File: src/rtl/string_heredoc_comment_scanner_defines.svh
// assertion macros for the string, heredoc and comment scanner
// used by the files that carry concurrent checks; needs clk_i and rst_ni in scope
`ifndef STRING_HEREDOC_COMMENT_SCANNER_DEFINES_SVH
`define STRING_HEREDOC_COMMENT_SCANNER_DEFINES_SVH
`ifndef NO_ASSERTIONS
// checked outside reset
`define SHDC_ASSERT(lbl, prop, msg) \
  lbl: assert property (@(posedge clk_i) disable iff (!rst_ni) (prop)) else $error(msg);
// checked at every edge, reset included
`define SHDC_ASSERT_ALWAYS(lbl, prop, msg) \
  lbl: assert property (@(posedge clk_i) (prop)) else $error(msg);
`else
`define SHDC_ASSERT(lbl, prop, msg)
`define SHDC_ASSERT_ALWAYS(lbl, prop, msg)
`endif
`endif

File: src/rtl/shdc_pkg.sv
// shared types and codes for the string, heredoc and comment scanner
// no dependencies
package shdc_pkg;

  localparam logic [1:0] KIND_BEGIN = 2'd0;
  localparam logic [1:0] KIND_CHAR  = 2'd1;
  localparam logic [1:0] KIND_EOI   = 2'd2;
  localparam logic [1:0] KIND_NONE  = 2'd3;

  localparam logic [2:0] ST_ACCEPTED = 3'd0;
  localparam logic [2:0] ST_UNTERM   = 3'd1;
  localparam logic [2:0] ST_BAD_OPEN = 3'd2;
  localparam logic [2:0] ST_EMPTY    = 3'd3;
  localparam logic [2:0] ST_NONE_OK  = 3'd4;
  localparam logic [2:0] ST_OVERFLOW = 3'd5;

  localparam logic [1:0] TOK_TRIPLE  = 2'd0;
  localparam logic [1:0] TOK_HEREDOC = 2'd1;
  localparam logic [1:0] TOK_COMMENT = 2'd2;

  localparam logic [3:0] PH_IDLE    = 4'd0;
  localparam logic [3:0] PH_SELECT  = 4'd1;
  localparam logic [3:0] PH_T_BODY  = 4'd2;
  localparam logic [3:0] PH_H_DASH  = 4'd3;
  localparam logic [3:0] PH_H_BLANK = 4'd4;
  localparam logic [3:0] PH_H_BODY  = 4'd5;
  localparam logic [3:0] PH_H_RUN   = 4'd6;
  localparam logic [3:0] PH_C_OPEN  = 4'd7;
  localparam logic [3:0] PH_C_BODY  = 4'd8;
  localparam logic [3:0] PH_DONE    = 4'd9;

  localparam logic [1:0] PREV_NONE  = 2'd0;
  localparam logic [1:0] PREV_SLASH = 2'd1;
  localparam logic [1:0] PREV_STAR  = 2'd2;

  // allow flag bit positions
  localparam int ALLOW_TRIPLE  = 0;
  localparam int ALLOW_HEREDOC = 1;
  localparam int ALLOW_COMMENT = 2;

  localparam logic [7:0] CH_QUOTE  = 8'h22;
  localparam logic [7:0] CH_BSLASH = 8'h5C;
  localparam logic [7:0] CH_DASH   = 8'h2D;
  localparam logic [7:0] CH_NL     = 8'h0A;
  localparam logic [7:0] CH_SLASH  = 8'h2F;
  localparam logic [7:0] CH_STAR   = 8'h2A;
  localparam logic [7:0] CH_SPACE  = 8'h20;
  localparam logic [7:0] CH_TAB    = 8'h09;

  typedef struct packed {
    logic [3:0] phase;
    logic [2:0] allow;
    logic [1:0] quote_run;
    logic       escape;
    logic       text_seen;
    logic [1:0] prev;
  } shdc_state_t;

  typedef struct packed {
    logic [2:0]  status;
    logic [1:0]  token_kind;
    logic [15:0] token_length;
  } shdc_result_t;

  function automatic logic [1:0] kind_of_phase(input logic [3:0] ph);
    logic [1:0] k;
    k = TOK_TRIPLE;
    if (ph inside {PH_H_DASH, PH_H_BLANK, PH_H_BODY, PH_H_RUN}) k = TOK_HEREDOC;
    else if (ph inside {PH_C_OPEN, PH_C_BODY}) k = TOK_COMMENT;
    return k;
  endfunction

endpackage

File: src/rtl/string_heredoc_comment_scanner.sv
// Scanner for triple-quoted string content, heredoc content and nested block
// comments, one character transaction per clock unless the input is stalled. A
// transaction is captured in an input register, the scan state is updated from
// it and any result lands in an output register, so a result passes through
// both registers after its transaction is taken. The sustained rate is one
// transaction per cycle while the output side keeps up; input stalls only while a
// transaction waits behind a result that the output side has not yet taken.
// depends on shdc_pkg, shdc_step and string_heredoc_comment_scanner_defines.svh
`include "string_heredoc_comment_scanner_defines.svh"
module string_heredoc_comment_scanner #(
  parameter longint unsigned MAX_LENGTH = 65535,
  parameter int unsigned     MAX_DEPTH  = 255,
  parameter int unsigned     MAX_DASHES = 255
) (
  input  logic        clk_i,
  input  logic        rst_ni,
  input  logic        in_valid_i,
  output logic        in_stall_o,
  input  logic [1:0]  kind_i,
  input  logic        allow_comment_i,
  input  logic        allow_triple_i,
  input  logic        allow_heredoc_i,
  input  logic [7:0]  ch_i,
  output logic        out_valid_o,
  input  logic        out_stall_i,
  output logic [2:0]  status_o,
  output logic [1:0]  token_kind_o,
  output logic [15:0] token_length_o
);
  import shdc_pkg::*;

  localparam int CNT_W  = $clog2(MAX_LENGTH + 64'd1);
  localparam int DEP_W  = $clog2(MAX_DEPTH + 1);
  localparam int DASH_W = $clog2(MAX_DASHES + 1);

  logic              s1_valid_q, s1_valid_d;
  logic [1:0]        s1_kind_q;
  logic              s1_ac_q, s1_at_q, s1_ah_q;
  logic [7:0]        s1_ch_q;

  shdc_state_t       st_q, st_d;
  logic [CNT_W-1:0]  cnt_q, cnt_d;
  logic [CNT_W-1:0]  mark_q, mark_d;
  logic [DASH_W-1:0] dtarget_q, dtarget_d;
  logic [DASH_W-1:0] drun_q, drun_d;
  logic [DEP_W-1:0]  depth_q, depth_d;

  logic              out_valid_q, out_valid_d;
  shdc_result_t      res_q, res_d;

  logic              emit;
  logic              out_free;
  logic              advance;
  logic              in_fire;

  assign out_free   = !out_valid_q || !out_stall_i;
  assign advance    = s1_valid_q && out_free;
  assign in_stall_o = s1_valid_q && !out_free;
  assign in_fire    = in_valid_i && !in_stall_o;

  shdc_step #(
    .MAX_LENGTH (MAX_LENGTH),
    .MAX_DEPTH  (MAX_DEPTH),
    .MAX_DASHES (MAX_DASHES)
  ) u_step (
    .kind_i          (s1_kind_q),
    .allow_comment_i (s1_ac_q),
    .allow_triple_i  (s1_at_q),
    .allow_heredoc_i (s1_ah_q),
    .ch_i            (s1_ch_q),
    .st_i            (st_q),
    .cnt_i           (cnt_q),
    .mark_i          (mark_q),
    .dtarget_i       (dtarget_q),
    .drun_i          (drun_q),
    .depth_i         (depth_q),
    .st_o            (st_d),
    .cnt_o           (cnt_d),
    .mark_o          (mark_d),
    .dtarget_o       (dtarget_d),
    .drun_o          (drun_d),
    .depth_o         (depth_d),
    .emit_o          (emit),
    .res_o           (res_d)
  );

  always_comb begin
    s1_valid_d = s1_valid_q;
    if (in_fire) s1_valid_d = 1'b1;
    else if (advance) s1_valid_d = 1'b0;

    out_valid_d = out_valid_q;
    if (advance && emit) out_valid_d = 1'b1;
    else if (!out_stall_i) out_valid_d = 1'b0;
  end

  always_ff @(posedge clk_i or negedge rst_ni) begin
    if (!rst_ni) begin
      s1_valid_q  <= 1'b0;
      out_valid_q <= 1'b0;
      st_q        <= '{phase: PH_IDLE, allow: 3'd0, quote_run: 2'd0, escape: 1'b0,
                       text_seen: 1'b0, prev: PREV_NONE};
      cnt_q       <= '0;
      mark_q      <= '0;
      dtarget_q   <= DASH_W'(3);
      drun_q      <= '0;
      depth_q     <= '0;
    end else begin
      s1_valid_q  <= s1_valid_d;
      out_valid_q <= out_valid_d;
      if (advance) begin
        st_q      <= st_d;
        cnt_q     <= cnt_d;
        mark_q    <= mark_d;
        dtarget_q <= dtarget_d;
        drun_q    <= drun_d;
        depth_q   <= depth_d;
      end
    end
  end

  // payload registers
  always_ff @(posedge clk_i) begin
    if (in_fire) begin
      s1_kind_q <= kind_i;
      s1_ac_q   <= allow_comment_i;
      s1_at_q   <= allow_triple_i;
      s1_ah_q   <= allow_heredoc_i;
      s1_ch_q   <= ch_i;
    end
    if (advance && emit) res_q <= res_d;
  end

  assign out_valid_o    = out_valid_q;
  assign status_o       = res_q.status;
  assign token_kind_o   = res_q.token_kind;
  assign token_length_o = res_q.token_length;

  `SHDC_ASSERT_ALWAYS(a_stall_needs_item, in_stall_o |-> s1_valid_q,
                      "stall without held transaction")
  `SHDC_ASSERT(a_done_after_result, (advance && emit) |=> (st_q.phase == PH_DONE),
               "scan not closed after result")
  `SHDC_ASSERT(a_len_only_when_marked,
               (out_valid_q && res_q.status != ST_ACCEPTED && res_q.status != ST_EMPTY)
               |-> (res_q.token_length == 16'd0),
               "length on unmarked status")
  `SHDC_ASSERT(a_depth_in_comment,
               (depth_q != '0) |-> (st_q.phase == PH_C_BODY || st_q.phase == PH_DONE),
               "nesting depth outside comment")

endmodule

File: src/rtl/shdc_step.sv
// next-state and result logic for one transaction of the scanner
// depends on shdc_pkg
module shdc_step #(
  parameter longint unsigned MAX_LENGTH = 65535,
  parameter int unsigned     MAX_DEPTH  = 255,
  parameter int unsigned     MAX_DASHES = 255,
  localparam int CNT_W  = $clog2(MAX_LENGTH + 64'd1),
  localparam int DEP_W  = $clog2(MAX_DEPTH + 1),
  localparam int DASH_W = $clog2(MAX_DASHES + 1)
) (
  input  logic [1:0]           kind_i,
  input  logic                 allow_comment_i,
  input  logic                 allow_triple_i,
  input  logic                 allow_heredoc_i,
  input  logic [7:0]           ch_i,
  input  shdc_pkg::shdc_state_t st_i,
  input  logic [CNT_W-1:0]     cnt_i,
  input  logic [CNT_W-1:0]     mark_i,
  input  logic [DASH_W-1:0]    dtarget_i,
  input  logic [DASH_W-1:0]    drun_i,
  input  logic [DEP_W-1:0]     depth_i,
  output shdc_pkg::shdc_state_t st_o,
  output logic [CNT_W-1:0]     cnt_o,
  output logic [CNT_W-1:0]     mark_o,
  output logic [DASH_W-1:0]    dtarget_o,
  output logic [DASH_W-1:0]    drun_o,
  output logic [DEP_W-1:0]     depth_o,
  output logic                 emit_o,
  output shdc_pkg::shdc_result_t res_o
);
  import shdc_pkg::*;

  localparam int EXT_W = (CNT_W > 16) ? CNT_W : 16;

  logic [3:0]       ph;
  logic             go;
  logic             done;
  logic             hit;
  logic [2:0]       r_status;
  logic [1:0]       r_kind;
  logic [CNT_W-1:0] pos;
  logic [EXT_W-1:0] mark_ext;

  always_comb begin
    st_o      = st_i;
    cnt_o     = cnt_i;
    mark_o    = mark_i;
    dtarget_o = dtarget_i;
    drun_o    = drun_i;
    depth_o   = depth_i;
    ph        = st_i.phase;
    go        = 1'b0;
    done      = 1'b0;
    hit       = 1'b0;
    r_status  = ST_ACCEPTED;
    r_kind    = TOK_TRIPLE;
    pos       = cnt_i;

    if (kind_i == KIND_BEGIN) begin
      st_o.phase       = PH_SELECT;
      st_o.allow       = {allow_comment_i, allow_heredoc_i, allow_triple_i};
      st_o.quote_run   = 2'd0;
      st_o.escape      = 1'b0;
      st_o.text_seen   = 1'b0;
      st_o.prev        = PREV_NONE;
      cnt_o            = '0;
      mark_o           = '0;
      dtarget_o        = DASH_W'(3);
      drun_o           = '0;
      depth_o          = '0;
    end else if (st_i.phase == PH_IDLE || st_i.phase == PH_DONE || kind_i == KIND_NONE) begin
      // ignored
    end else if (kind_i == KIND_EOI) begin
      hit      = 1'b1;
      r_status = ST_UNTERM;
      if (st_i.phase == PH_SELECT) begin
        if (st_i.allow[ALLOW_TRIPLE]) r_kind = TOK_TRIPLE;
        else if (st_i.allow[ALLOW_HEREDOC]) r_kind = TOK_HEREDOC;
        else r_status = ST_NONE_OK;
      end else begin
        r_kind = kind_of_phase(st_i.phase);
      end
    end else begin
      go = 1'b1;
      if (st_i.phase == PH_SELECT) begin
        if (st_i.allow[ALLOW_COMMENT] && ch_i == CH_SLASH) begin
          // the opening slash is counted but not scanned
          st_o.phase = PH_C_OPEN;
          cnt_o      = CNT_W'(1);
          go         = 1'b0;
        end else if (st_i.allow[ALLOW_TRIPLE]) begin
          ph = PH_T_BODY;
        end else if (st_i.allow[ALLOW_HEREDOC]) begin
          ph = PH_H_DASH;
        end else begin
          hit      = 1'b1;
          r_status = ST_NONE_OK;
          go       = 1'b0;
        end
      end

      if (go) begin
        if (cnt_i >= CNT_W'(MAX_LENGTH)) begin
          hit      = 1'b1;
          r_status = ST_OVERFLOW;
        end else begin
          cnt_o = cnt_i + CNT_W'(1);
          if (ph == PH_T_BODY) begin
            if (st_i.escape) begin
              st_o.escape = 1'b0;
            end else if (ch_i == CH_QUOTE) begin
              if (st_i.quote_run == 2'd0) begin
                mark_o         = pos;
                st_o.quote_run = 2'd1;
              end else if (st_i.quote_run == 2'd1) begin
                st_o.quote_run = 2'd2;
              end else begin
                hit      = 1'b1;
                r_status = st_i.text_seen ? ST_ACCEPTED : ST_EMPTY;
              end
            end else begin
              st_o.quote_run = 2'd0;
              st_o.text_seen = 1'b1;
              if (ch_i == CH_BSLASH) st_o.escape = 1'b1;
            end
          end else if (ph == PH_C_OPEN || ph == PH_C_BODY) begin
            if (ph == PH_C_OPEN) begin
              if (ch_i != CH_STAR) begin
                hit      = 1'b1;
                r_status = ST_BAD_OPEN;
              end else begin
                depth_o   = DEP_W'(1);
                st_o.prev = PREV_NONE;
                ph        = PH_C_BODY;
              end
            end else if (st_i.prev == PREV_SLASH && ch_i == CH_STAR) begin
              st_o.prev = PREV_NONE;
              if (depth_i >= DEP_W'(MAX_DEPTH)) begin
                hit      = 1'b1;
                r_status = ST_OVERFLOW;
              end else begin
                depth_o = depth_i + DEP_W'(1);
              end
            end else if (st_i.prev == PREV_STAR && ch_i == CH_SLASH) begin
              st_o.prev = PREV_NONE;
              if (depth_i != '0) depth_o = depth_i - DEP_W'(1);
              if (depth_o == '0) begin
                mark_o = pos + CNT_W'(1);
                hit    = 1'b1;
              end
            end else begin
              st_o.prev = (ch_i == CH_SLASH) ? PREV_SLASH :
                          ((ch_i == CH_STAR) ? PREV_STAR : PREV_NONE);
            end
          end else begin
            // heredoc: opening dashes, blanks, newline, body, closing run
            if (ph == PH_H_DASH) begin
              if (ch_i == CH_DASH) begin
                done = 1'b1;
                if (dtarget_i >= DASH_W'(MAX_DASHES)) begin
                  hit      = 1'b1;
                  r_status = ST_OVERFLOW;
                end else begin
                  dtarget_o = dtarget_i + DASH_W'(1);
                end
              end else begin
                ph = PH_H_BLANK;
              end
            end
            if (!done && ph == PH_H_BLANK) begin
              done = 1'b1;
              if (ch_i == CH_NL) begin
                ph = PH_H_BODY;
              end else if (!(ch_i inside {CH_SPACE, CH_TAB})) begin
                hit      = 1'b1;
                r_status = ST_BAD_OPEN;
              end
            end
            if (!done && ph == PH_H_RUN) begin
              done = 1'b1;
              if (ch_i == CH_DASH) begin
                drun_o = drun_i + DASH_W'(1);
                if (drun_o >= dtarget_i) hit = 1'b1;
              end else begin
                ph = PH_H_BODY;
              end
            end
            if (!done && ch_i == CH_DASH) begin
              mark_o = pos;
              drun_o = DASH_W'(1);
              if (drun_o >= dtarget_o) hit = 1'b1;
              else ph = PH_H_RUN;
            end
          end
        end
        r_kind     = kind_of_phase(ph);
        st_o.phase = ph;
      end
    end

    if (hit) st_o.phase = PH_DONE;
  end

  assign mark_ext = EXT_W'(mark_o);

  assign emit_o             = hit;
  assign res_o.status       = r_status;
  assign res_o.token_kind   = r_kind;
  assign res_o.token_length = (r_status == ST_ACCEPTED || r_status == ST_EMPTY) ?
                              mark_ext[15:0] : 16'd0;

endmodule
File: config.mk
export PLATFORM = sky130hd
export DESIGN_NAME = string_heredoc_comment_scanner
export DESIGN_NICKNAME = d
export VERILOG_FILES = /design/src/rtl/shdc_pkg.sv /design/src/rtl/string_heredoc_comment_scanner.sv /design/src/rtl/shdc_step.sv
export VERILOG_INCLUDE_DIRS = /design/src /design/src/rtl
export SDC_FILE = /design/constraint.sdc
export NUM_CORES = 1
export LEC_CHECK = 0
export BUFFER_PORTS_ARGS = -buffer_cell sky130_fd_sc_hd__buf_4
export CORE_MARGIN = 8
export CORE_UTILIZATION = 55
export CTS_BUF_LIST = sky130_fd_sc_hd__clkbuf_4
export CTS_CLUSTER_SIZE = 30
export DETAILED_ROUTE_END_ITERATION = 12
export GPL_TIMING_DRIVEN = 1
export HOLD_SLACK_MARGIN = 0.08
export PLACE_DENSITY = 0.73
export SLEW_MARGIN = 20
export SYNTH_ARGS = -nofsm -noshare
export SYNTH_HDL_FRONTEND = slang
export SYNTH_SLANG_ARGS = --single-unit
export TNS_END_PERCENT = 20
File: constraint.sdc
create_clock -name clk_i -period 11.19 [get_ports clk_i]
set_input_delay 2.238 -clock clk_i [delete_from_list [all_inputs] [get_ports clk_i]]
set_output_delay 2.238 -clock clk_i [all_outputs]
set_load 0.02 [all_outputs]
==> run_results.csv, run 1 <==
group,metric,value,unit
logic_synthesis,synthDistinctLibCells,76,
critical_path,worstReg2RegEnd,"token_length_o[8]$_SDFFCE_PN0P_",
power,p_int,0.000761,W
logic_synthesis,syn_inst,845,
critical_path,rr_worst_depth,10,
power,p_clk_share,15.6,%
floorplanning,core-area,0.0127,mm2
placed_design,port_buffers,39,
floorplanning,start_util,56.6,%
critical_path,cpMostUsedCell,"buf_4",
critical_path,start_kind,"input pin",
cts,insertion_delay,510,ps
logic_synthesis,yosys.area_share.simple,25.6,%
global_route,grt_pass1_wl,34100,um
floorplanning,io_pins,40,
floorplanning,die_h,130,um
cts,cts_buffer_depth,2,
detailed_routing,first_iter_violations,663,
logic_synthesis,syn-cell-area,0.00717,mm2
finish,fin_area,0.00768,mm2
critical_path,r2r-start,"cnt_q[0]$_DFFE_PN0P_",
sta,period_minus_slack,4910,ps
placed_design,place_area,0.00753,mm2
run,cap_violations,0,
finish,finalNetCount,882,
cts,numCtsBuffers,9,
logic_synthesis,async_reset_ff_share,67.6,%
logic_synthesis,ys_dominant_reg_cell,"dfrtp_1",
cts,clkSlewWorstSetupHoldPaths,170,ps
detailed_routing,firstDrtPassIters,5,
cts,root_buffer,"clkbuf_4",
power,p_leak,3.04,nW
power,swShare,44.5,%
cts,hold_buffers,0,
critical_path,critPathTopFamily,"buffers and inverters",
critical_path,cp_max_fo,3,
logic_synthesis,ys_ff_latch,105,
hold_path,hp-class,"reg -> reg",
power,powerDensity,178,mW/mm2
global_route,grt.overflow.total,0,
critical_path,r2r_slack,6660,ps
hold_path,hold_depth,1,
logic_synthesis,synth_top_family_by_area,"simple AND/OR/NAND/NOR gates",
detailed_routing,wire_per_inst,20.6,um
finish,area_growth,7.12,%
global_route,track_usage,25.4,%
detailed_routing,drtAntennaViolNets,0,
hold_path,hp-start,"s1_at_q$_DFFE_PP_",
logic_synthesis,syn-num-nets,876,
critical_path,cp-end-kind,"primary output",
logic_synthesis,synthAdderAreaFrac,2.58,%
global_route,antenna_found_initial,0,
global_route,grt_pass1_vias,6593,
critical_path,slowest_stage,"buf_4",
logic_synthesis,syn_avg_cell_area,8.48,um2
placed_design,gp_congestion,0.947,
sta,finalClockSkew,30.5,ps
logic_synthesis,ys_seq_area_share,39.1,%
critical_path,cp_slowest_stage_delay,150,ps
sta,fin_tns_setup,0,ps
sta,clock.fmax,204,MHz
sta,tightest_slew,1080,ps
sta,setup_viol,0,
power,vdd_ir_drop_max,0.000153,V
detailed_routing,vias,6943,
critical_path,crit_chain,"buf_4 -> nand3_1 -> inv_1 -> buf_4",
hold_path,holdPathEnd,"st_q[6]$_DFFE_PN0P_",
status,status,"complete, no violations",
cts,cts_num_sinks,105,
sta,hold_viol,0,
floorplanning,die_area,0.0169,mm2
critical_path,cp_num_buf_inv,3,
sta,rsz0062_at_grt,"false",
sta,period_share,43.8,%
cts,htree_levels,3,
power,p_switching,0.000609,W
cts,cts_tree,"built",
cts,cts_setup_buffers,0,
power,seqPwrFrac,40.8,%
logic_synthesis,ys_warn_count,0,
placed_design,dp_hpwl,15000,um
critical_path,crit_type,"in -> out",
logic_synthesis,synth-xor-area-share,1.34,%
critical_path,required,8950,ps
detailed_routing,wl,21200,um
logic_synthesis,synthMuxAreaShare,1.66,%
finish,drive_gt1_share,11.1,%
critical_path,crit_arrival,2670,ps
sta,slew_headroom,27.5,%
detailed_routing,route.detailed.drc,0,
detailed_routing,routed_via_density,6.75,
finish,antenna_cells,0,
cts,cts_resized,0,
sta,finalMaxSlewViolations,0,
logic_synthesis,synth_compound_area_share,25.5,%
floorplanning,rows,41,
logic_synthesis,synth_edf_count,34,
power,power_frac_comb,43.6,%
floorplanning,die_w,130,um
global_route,grt_max_degree,72,
through the flow:
| step | utilization [%] | hold WS, ps | instances | worst slack [ps] | total power (W) |
|---|---|---|---|---|---|
| floorplan | - | 455 | 845 | 6460 | 0.000964 |
| global placement | 59.4 | 464 | 1012 | 6110 | 0.00113 |
| detailed placement | 59.4 | 470 | 1012 | 6020 | 0.00115 |
| CTS | 60.6 | 478 | 1028 | 6280 | 0.00136 |
| global route | 60.6 | 510 | 1028 | 6230 | 0.00145 |
| finish | 60.6 | 472 | 1028 | 6280 | 0.00137 |
cell type report:
class | instances | area (um2)
clock inverter | 6 | 72.6
clock buffer | 10 | 75.1
multi-input combinational | 665 | 4070
sequential | 105 | 2800
tap | 172 | 215
timing repair buffer | 48 | 360
fill | 1151 | 4990
inverter | 22 | 82.6
how the worst max path moves through the flow:
stage	start	to	slack (ps)	depth (start not counted)
3_3_place_gp	out_stall_i	mark_q[12]$_DFFE_PN0P_	6110	9
4_1_cts	out_stall_i	in_stall_o	6280	4
6_report	out_stall_i	in_stall_o	6280	4
5_1_grt	out_stall_i	in_stall_o	6230	4
3_5_place_dp	out_stall_i	mark_q[12]$_DFFE_PN0P_	6020	9
2_1_floorplan	out_stall_i	in_stall_o	6460	2
synth_stat cells, types with 4 or more instances:
cell | n | area (um2)
nand4_1 | 14 | 87.6
inv_1 | 22 | 82.6
o211ai_1 | 6 | 45.0
ha_1 | 14 | 175
nor2_1 | 85 | 319
o21ai_0 | 75 | 375
mux2i_1 | 4 | 40.0
xor2_1 | 6 | 52.6
o22ai_1 | 5 | 31.3
a2bb2oi_1 | 7 | 61.3
nor4_1 | 6 | 37.5
nand3_1 | 37 | 185
clkbuf_1 | 40 | 150
nand3b_1 | 4 | 30.0
nor2b_1 | 7 | 43.8
a211oi_1 | 8 | 60.1
a21o_1 | 5 | 37.5
and2_1 | 12 | 75.1
or2_2 | 9 | 56.3
dfrtp_1 | 69 | 1730
a21oi_1 | 51 | 255
nand2b_1 | 14 | 87.6
o2bb2ai_1 | 9 | 78.8
nand2_1 | 81 | 304
o31ai_1 | 12 | 90.1
o21a_1 | 10 | 75.1
and4_1 | 4 | 35.0
nand4b_1 | 4 | 35.0
a22o_1 | 14 | 123
nor3_1 | 21 | 105
a31oi_1 | 19 | 119
or3_1 | 15 | 93.8
buf_2 | 10 | 50.1
xnor2_1 | 5 | 43.8
edfxtp_1 | 34 | 1020
a32o_1 | 6 | 60.1
o221ai_1 | 4 | 35.0
a22oi_1 | 5 | 37.5
mux2_2 | 7 | 78.8
a32oi_1 | 5 | 43.8
and3_1 | 21 | 131
layer usage:
metal | track usage (%) | wire, um
met3 | 5.43 | 1940
met2 | 40.3 | 9730
met4 | 8.27 | 461
met5 | 0 | 0
met1 | 33.9 | 9070
kinds of logic after synthesis:
group / Yosys count
DFF: 105
muxes: 11
buffers and inverters: 75
and+or+nand+nor: 354
xor gates and xnor gates: 11
AOI/OAI and AO/OA: 274
adders and majority gates: 15
sequential cells by signal, indices dropped and copies added (netlist names), 8 cells and up:
register / flops
depth_q: 8
token_length_o: 16
drun_q: 8
dtarget_q: 8
mark_q: 16
s1_ch_q: 8
cnt_q: 16
st_q: 13
layout by cell type (no fill, tap or decap), types with 6 or more instances in the layout:
| cell | count |
|---|---|
| and2_1 | 12 |
| a211oi_1 | 8 |
| nor3_1 | 20 |
| o31ai_1 | 12 |
| mux2_2 | 7 |
| o2bb2ai_1 | 9 |
| clkbuf_4 | 10 |
| buf_4 | 48 |
| o21ai_0 | 74 |
| a2bb2oi_1 | 7 |
| nand4_1 | 14 |
| nand3_1 | 37 |
| nor2b_1 | 7 |
| a32o_1 | 6 |
| nand2_1 | 81 |
| or2_2 | 9 |
| ha_1 | 14 |
| o21a_1 | 10 |
| dfrtp_1 | 69 |
| a31oi_1 | 19 |
| inv_1 | 22 |
| nor4_1 | 6 |
| a22o_1 | 14 |
| nor2_1 | 83 |
| o211ai_1 | 6 |
| edfxtp_1 | 34 |
| xor2_1 | 6 |
| nand2b_1 | 14 |
| and3_1 | 21 |
| a21oi_1 | 51 |
| or3_1 | 15 |
power by group through the flow:
stage,combinational [W],clock (W),sequential (W)
finish,0.000597,0.000214,0.000559
global route,0.000648,0.000231,0.000570
CTS,0.000584,0.000219,0.000556
detailed placement,0.000583,0,0.000563
global placement,0.000572,0,0.000560
floorplan,0.000429,0,0.000535
Power figures use the tool's default switching activity.
==> inputs of run 2 (changes only) <==
==> constraint.sdc (replaced) <==
create_clock -name clk_i -period 4.94 [get_ports clk_i]
set_input_delay 0.988 -clock clk_i [delete_from_list [all_inputs] [get_ports clk_i]]
set_output_delay 0.988 -clock clk_i [all_outputs]
set_load 0.02 [all_outputs]
==> run 2 against run 1 <==
Net effect: global-route usage up 0.77 points; utilization up 0.37 points; via count down 0.24%; clock-buffer cell count down 1; setup slack worse by 5500 ps; clock power up 110%; final cell count up 0.78%; sequential power up 130%; die area unchanged; combinational power up 140%; sequential cell count unchanged.
==> run_results.csv, run 2 (same netlist as run 1, synthesis figures left out) <==
group,metric,value,unit
critical_path,cp-end-kind,"flip-flop",
cts,htree_levels,3,
critical_path,r2r-start,"cnt_q[0]$_DFFE_PN0P_",
cts,insertion_delay,500,ps
cts,cts_tree,"built",
sta,hold_viol,0,
global_route,grt.overflow.total,0,
cts,cts_resized,0,
power,p_clk_share,14.6,%
finish,multi_input_area,0.00408,mm2
floorplanning,die_area,0.0169,mm2
hold_path,hp-class,"reg -> reg",
critical_path,crit_path_start,"cnt_q[0]$_DFFE_PN0P_",
finish,layout_commonest_cell,"nor2_1",
placed_design,place_area,0.00758,mm2
sta,period_minus_slack,4170,ps
power,p_switching,0.00140,W
global_route,grt_pass1_wl,34500,um
cts,cts_num_sinks,105,
finish,seqCellArea,0.00280,mm2
global_route,grt_max_degree,72,
power,p_leak,3.07,nW
critical_path,r2r_slack,770,ps
sta,clock.fmax,240,MHz
cts,cts_buffer_depth,2,
critical_path,crit_type,"reg -> reg",
critical_path,required,5260,ps
floorplanning,die_w,130,um
finish,fill_cells,1142,
global_route,antenna_found_initial,1,
floorplanning,die_h,130,um
detailed_routing,wire_per_inst,20.9,um
status,status,"complete, no violations",
cts,cts_setup_buffers,0,
run,cap_violations,0,
power,swShare,44.7,%
sta,finalClockSkew,30.7,ps
sta,slew_headroom,33.8,%
sta,period_share,84.5,%
cts,numCtsBuffers,9,
floorplanning,core-area,0.0127,mm2
detailed_routing,firstDrtPassIters,5,
cts,clkSlewWorstSetupHoldPaths,160,ps
placed_design,gp_congestion,0.970,
sta,fin_tns_setup,0,ps
detailed_routing,drtAntennaViolNets,0,
finish,layout_common_cells,"nor2_1 (84), nand2_1 (81), o21ai_0 (75)",
cts,root_buffer,"clkbuf_4",
cts,hold_buffers,0,
detailed_routing,route.detailed.drc,0,
critical_path,endpoint,"token_length_o[4]$_SDFFCE_PN0P_",
critical_path,cp_max_fo,11,
critical_path,start_kind,"flip-flop",
placed_design,dp_hpwl,15600,um
detailed_routing,first_iter_violations,738,
sta,setup_viol,0,
sta,rsz0062_at_grt,"false",
power,vdd_ir_drop_max,0.000290,V
floorplanning,start_util,56.6,%
detailed_routing,routed_via_density,6.69,
finish,finalNetCount,889,
sta,tightest_slew,991,ps
floorplanning,rows,41,
global_route,grt_pass1_vias,6590,
critical_path,worstReg2RegEnd,"token_length_o[4]$_SDFFCE_PN0P_",
detailed_routing,wl,21600,um
finish,area_growth,7.77,%
finish,fin_area,0.00773,mm2
power,seqPwrFrac,40.2,%
sta,finalMaxSlewViolations,0,
critical_path,crit_arrival,4490,ps
global_route,track_usage,26.2,%
detailed_routing,vias,6926,
finish,drive_gt1_share,11.7,%
power,power_frac_comb,45.2,%
floorplanning,io_pins,40,
power,powerDensity,405,mW/mm2
power,p_int,0.00173,W
placed_design,port_buffers,39,
critical_path,rr_worst_depth,10,
run 2: layout make-up:
class	instances	share of cell area [%]
Antenna cell	1	0.0324
Inverter	22	1.07
Clock inverter	7	0.891
Timing Repair Buffer	55	5.34
Clock buffer	9	0.874
Sequential cell	105	36.2
Multi-Input combinational cell	665	52.8
Tap cell	172	2.79
run 2: worst max-delay path: stages (launching register included):
cell	delay, ps
dfrtp_1	520
ha_1	300
nand3_1	180
or4_1	710
nor3_2	620
a311oi_1	150
a21o_1	200
a211oi_2	280
xnor2_1	190
nand3b_1	480
a211oi_1	370
run 2: through the flow:
step	cells	util [%]	power [W]	setup slack, ps	hold WS (ps)
after CTS	1035	60.9	0.00310	837	512
after global placement	1019	59.8	0.00262	1030	464
after detailed placement	1019	59.8	0.00264	879	476
after global routing	1036	61.0	0.00330	374	522
final	1036	61.0	0.00313	766	502
after floorplan	845	-	0.00218	1100	455
run 2: worst min path at each step:
stage / from / to / slack, ps / depth (start not counted)
2_1_floorplan: s1_at_q$_DFFE_PP_ / st_q[6]$_DFFE_PN0P_ / 460 / 1
3_3_place_gp: s1_ah_q$_DFFE_PP_ / st_q[7]$_DFFE_PN0P_ / 460 / 1
3_5_place_dp: s1_at_q$_DFFE_PP_ / st_q[6]$_DFFE_PN0P_ / 480 / 1
4_1_cts: s1_at_q$_DFFE_PP_ / st_q[6]$_DFFE_PN0P_ / 510 / 1
5_1_grt: s1_at_q$_DFFE_PP_ / st_q[6]$_DFFE_PN0P_ / 520 / 1
6_report: s1_at_q$_DFFE_PP_ / st_q[6]$_DFFE_PN0P_ / 500 / 1
run 2: power groups by stage:
stage | logic, W | registers, W | clock network, W
6_report | 0.00142 | 0.00126 | 0.000457
5_1_grt | 0.00153 | 0.00128 | 0.000494
4_1_cts | 0.00138 | 0.00125 | 0.000470
3_5_place_dp | 0.00138 | 0.00127 | 0
3_3_place_gp | 0.00136 | 0.00126 | 0
2_1_floorplan | 0.000972 | 0.00121 | 0
run 2: metal layers:
| layer | wire (um) | GRT usage [%] |
|---|---|---|
| met5 | 0 | 0 |
| met4 | 604 | 10.6 |
| met3 | 2040 | 6.41 |
| met2 | 9670 | 40.5 |
| met1 | 9340 | 34.5 |
